===== src/rtl/gn2d_pkg.sv =====
// ----------------------------------------------------------------------------
// gn2d_pkg
// Shared types, constants and helpers for the 2-D gradient noise block.
// ----------------------------------------------------------------------------
package gn2d_pkg;

    localparam int TABLE_SIZE = 256;
    localparam int TABLE_BITS = $clog2(TABLE_SIZE);
    localparam int FRAC_BITS  = 16;
    localparam int ONE        = 1 << FRAC_BITS;
    localparam int HALF       = 1 << (FRAC_BITS - 1);
    localparam int BYTE_BITS  = 8;

    // Fade intermediates, gradients, interpolated values and products
    localparam int FADE_W = FRAC_BITS + 8;
    localparam int GRAD_W = FRAC_BITS + 3;
    localparam int LERP_W = FRAC_BITS + 4;
    localparam int PROD_W = 2 * FRAC_BITS + 8;

    // Gradient selection from the low hash bits
    localparam logic [1:0] GRAD_PP = 2'd0;
    localparam logic [1:0] GRAD_NP = 2'd1;
    localparam logic [1:0] GRAD_PN = 2'd2;
    localparam logic [1:0] GRAD_NN = 2'd3;

    typedef logic [TABLE_BITS-1:0]    idx_t;
    typedef logic [BYTE_BITS-1:0]     byte_t;
    typedef logic [FRAC_BITS-1:0]     frac_t;
    typedef logic [FRAC_BITS:0]       wt_t;
    typedef logic signed [FADE_W-1:0] fade_t;
    typedef logic signed [GRAD_W-1:0] grad_t;
    typedef logic signed [LERP_W-1:0] lerp_t;
    typedef logic signed [PROD_W-1:0] prod_t;
    typedef logic signed [FRAC_BITS+1:0] noise_t;

    typedef struct packed {
        logic  en;
        idx_t  idx;
        byte_t val;
    } wr_t;

    // Round a Q.2F product back to Q.F, ties toward plus infinity
    function automatic prod_t round_q(input prod_t p);
        prod_t s;
        s = p + prod_t'(HALF);
        return s >>> FRAC_BITS;
    endfunction

    function automatic grad_t grad(input logic [1:0] h, input grad_t dx, input grad_t dy);
        grad_t g;
        case (h)
            GRAD_PP: g = dx + dy;
            GRAD_NP: g = dy - dx;
            GRAD_PN: g = dx - dy;
            default: g = -dx - dy;
        endcase
        return g;
    endfunction

endpackage


===== src/rtl/gn2d_fade.sv =====
// ----------------------------------------------------------------------------
// gn2d_fade
// Quintic fade weight 6t^5 - 15t^4 + 10t^3 by Horner steps, five stages.
// ----------------------------------------------------------------------------
module gn2d_fade
    import gn2d_pkg::*;
(
    input  logic  clk,
    input  logic  en,
    input  frac_t t,
    output wt_t   w
);

    frac_t t1_reg, t2_reg, t3_reg;
    prod_t p1_reg, p2_reg, p3_reg, p4_reg;
    wt_t   w_reg;
    fade_t a0, b1, c2, d3;
    prod_t e4;
    wt_t   w_next;

    always_comb
    begin
        a0 = fade_t'(6 * int'(t) - 15 * ONE);
        b1 = fade_t'(round_q(p1_reg)) + fade_t'(10 * ONE);
        c2 = fade_t'(round_q(p2_reg));
        d3 = fade_t'(round_q(p3_reg));
        e4 = round_q(p4_reg);
        // clamp to 0 .. 1.0
        if (e4 < 0)
            w_next = '0;
        else if (e4 > prod_t'(ONE))
            w_next = wt_t'(ONE);
        else
            w_next = wt_t'(e4);
    end

    always_ff @(posedge clk)
    begin
        if (en)
        begin
            t1_reg <= t;
            t2_reg <= t1_reg;
            t3_reg <= t2_reg;
            p1_reg <= $signed({1'b0, t}) * a0;
            p2_reg <= $signed({1'b0, t1_reg}) * b1;
            p3_reg <= $signed({1'b0, t2_reg}) * c2;
            p4_reg <= $signed({1'b0, t3_reg}) * d3;
            w_reg  <= w_next;
        end
    end

    assign w = w_reg;

endmodule


===== config.mk =====
export PLATFORM = sky130hd
export DESIGN_NAME = gn2d_fade
export DESIGN_NICKNAME = d
export VERILOG_FILES = /design/src/rtl/gn2d_pkg.sv /design/src/rtl/gn2d_fade.sv
export SDC_FILE = /design/constraint.sdc
export NUM_CORES = 2
export LEC_CHECK = 0
export ABC_AREA = 0
export BUFFER_PORTS_ARGS = -buffer_cell sky130_fd_sc_hd__clkbuf_2
export CAP_MARGIN = 15
export CORE_ASPECT_RATIO = 1.5
export CORE_MARGIN = 2
export CORE_UTILIZATION = 35
export CTS_CLUSTER_DIAMETER = 50
export CTS_CLUSTER_SIZE = 16
export DETAILED_ROUTE_END_ITERATION = 8
export PLACE_DENSITY = 0.53
export SLEW_MARGIN = 5
export SYNTH_ARGS = -nofsm -noshare
export SYNTH_HDL_FRONTEND = slang
export SYNTH_SLANG_ARGS = --single-unit

===== constraint.sdc =====
create_clock -name clk -period 14.4 [get_ports clk]
set_input_delay 2.88 -clock clk [delete_from_list [all_inputs] [get_ports clk]]
set_output_delay 2.88 -clock clk [all_outputs]
set_load 0.01 [all_outputs]

==> run_results.csv <==
group,metric,value,unit
outcome,outcome,"finished clean",
floorplanning,design.core.area,0.1658,mm^2
finish,area_growth,6.426,%
logic_synthesis,muxShareOfSynthArea,0.08999,%
sta,fin_skew,0.02464,ns
drt,drt-initial-drc-count,1386,
logic_synthesis,synth_compound_area_share,3.548,%
logic_synthesis,async_flop_share,0,%
floorplanning,dieArea,0.1702,mm^2
global_route,grt_max_degree,68,
logic_synthesis,synth_area,0.05839,mm^2
worst_setup_path,cp.arrival,12.88,ns
drt,met2_length,86370,um
finish,regArea,0.004895,mm^2
sta,slew_violations,0,
cts,cts-htree-levels,4,
worst_setup_path,start_kind,"input pin",
sta,period_minus_slack,12.52,ns
logic_synthesis,synth_area_leader_cell,"fa_1",
logic_synthesis,synth_top_family_by_area,"adder cells",
global_route,grt_usage,18.38,%
job,maxCapViolCount,0,
floorplanning,die_h,504.3,um
drt,routed.top_layer,"met4",
drt,viasPerCell,4.758,
logic_synthesis,ys.warnings.count,0,
drt,totalWireLength,148700,um
worst_setup_path,critPathCaptureType,"flop",
logic_synthesis,synth_fp_nets,8082,
logic_synthesis,synth_seq_cells,163,
finish,utilization,37.49,%
cts,cts-root-buf,"clkbuf_16",
drt,wire_per_inst,17.66,um
drt,drc,0,
cts,tritoncts,"yes",
sta,post-route-period-util,86.93,%
global_route,grt_overflow_total,0,
global_route,antenna_found_initial,1,
sta,finalSetupViolations,0,
worst_setup_path,timing.rr.start,"p2_reg[17]$_DFFE_PP_",
finish,multi_input_area,0.04663,mm^2
worst_setup_path,critPathMaxFanout,23,
logic_synthesis,synth-main-ff-cell,"edfxtp_1",
drt,drtPass1Iterations,5,
sta,setup_tns,0,ns
min_path,min_from,"p4_reg[24]$_DFFE_PP_",
floorplanning,ios,35,
worst_setup_path,cpMostUsedCell,"fa_1",
worst_setup_path,startpoint,"t[2]",
sta,worst_pin_slew,1.199,ns
logic_synthesis,synth_xor_area_share,3.390,%
finish,nets,8029,
logic_synthesis,synth_cells,6240,
cts,cts.repair.resized,0,
cts,cts_setup_buffers,0,
cts,path_clk_slew,0.09,ns
cts,postCtsHoldBufs,0,
min_path,hold_class,"reg -> reg",
logic_synthesis,synth-edff-count,163,
sta,maxSlewHeadroom,20.07,%
cts,cts.sinks,163,
global_route,grt_pass1_wl,243200,um
global_route,grt_pass1_vias,46136,
worst_setup_path,criticalPathCategory,"in -> reg",
finish,nFillCells,17006,
cts,cts_buffers,17,
placed_design,gp_congestion,0.8401,
drt,num_vias,40064,
floorplanning,initial_utilization,35.23,%
worst_setup_path,required,14.76,ns
floorplanning,die_w,337.5,um
worst_setup_path,cp_slowest_cell,"or4_1",
placed_design,io_buffers,34,
floorplanning,rows,183,
finish,layout_commonest_cell,"inv_1",
sta,hold_viol_final,0,
logic_synthesis,synth_fa_ha_area_share,57.47,%
drt,wl_met1,52800,um
logic_synthesis,synth_top_area_share,48.82,%
cts,cts.path.max_buffers,2,
logic_synthesis,ys_seq_area_share,8.382,%
sta,grt_setup_unrepaired,"no",
logic_synthesis,ys_types,78,
logic_synthesis,postSynthAreaPerCell,9.358,um^2
placed_design,dp_hpwl,121600,um
worst_setup_path,critical_path.max_stage_delay,0.64,ns
logic_synthesis,synthTopCellsByArea,"fa_1, inv_1, ha_1, edfxtp_1, and2_1",
drt,drtAntennaViolNets,0,
finish,final_cell_mix,"inv_1, fa_1, nand2_1",
drt,wl_met3,2888,um
finish,final_layout_size_suffix_gt1_share,3.774,%
sta,max_freq,79.88,MHz
cts,clkLatencyLatePin,0.54,ns
logic_synthesis,synthSimpleGateAreaFrac,15.01,%
-- kinds of logic after synthesis --
group	count (synthesis)
xor gates and xnor gates	226
adders and majority gates	1829
DFF	163
and+or+nand+nor	1825
muxes	5
buffers and inverters	1882
AOI/OAI and AO/OA	310
-- cell usage after synthesis (all sizes together), types with 5 or more instances --
cell type and number:
o31ai 6, o21bai 11, or2 5, nor4 8, nand3 59, ha 400, and3 30, inv 1658
a211oi 14, fa 1424, o21ai 58, and2 550, nand2b 25, o21a 29, maj3 5, clkbuf 219
nand4 24, nor2 135, and4 8, a21oi 69, xnor2 155, nor2b 15, nor3 35, o31a 6
a21o 45, o211ai 9, xor2 71, edfxtp 163, a31oi 18, nand2 908, a221oi 5
-- stage by stage --
stage	instances	hold WS, ns	worst slack (ns)	instance area [um^2]
3_5_place_dp	8387	0.6270	1.272	61580
5_1_grt	8421	0.7021	1.279	62150
2_1_floorplan	6240	0.4888	2.118	58390
4_1_cts	8419	0.6374	1.867	62140
3_3_place_gp	8386	0.6153	1.426	61570
6_report	8421	0.6351	1.882	62150
-- path summary, 6_finish.rpt --
path	endpoint	slack, ns	depth (start not counted)
max	p1_reg[38]$_DFFE_PP_	1.88	36
min	w[8]$_SDFFCE_PP0P_	0.64	2
max reg2reg	p3_reg[39]$_DFFE_PP_	4.97	28
min reg2reg	w[8]$_SDFFCE_PP0P_	0.64	2
-- worst max-delay path, delay by kind of cell --
kind	cells	cell delay [ns]
buf+inv	7	1.03
simple gates	10	2.42
compound gates	10	2.59
fa+ha+maj	9	3.93
-- routing by layer --
layer  track usage, %  vias up
met1            18.93    21066
met3            1.307      285
li1                 -    18046
met2            37.07      667
met4            7.877        0
met5                0        -
-- cell type report --
| cell class | count | share of cell area, % |
|---|---|---|
| sequential | 163 | 7.876 |
| clock inverter | 15 | 0.2235 |
| inverter | 1660 | 10.03 |
| multi-input combinational | 4195 | 75.04 |
| tap | 2220 | 4.469 |
| clock buffer | 17 | 0.6845 |
| timing repair buffer | 150 | 1.679 |
| antenna | 1 | 0.004027 |
Power is left out: the tool's default activity adds up to more than one toggle a clock period on the data nets, which glitch-free logic cannot reach.
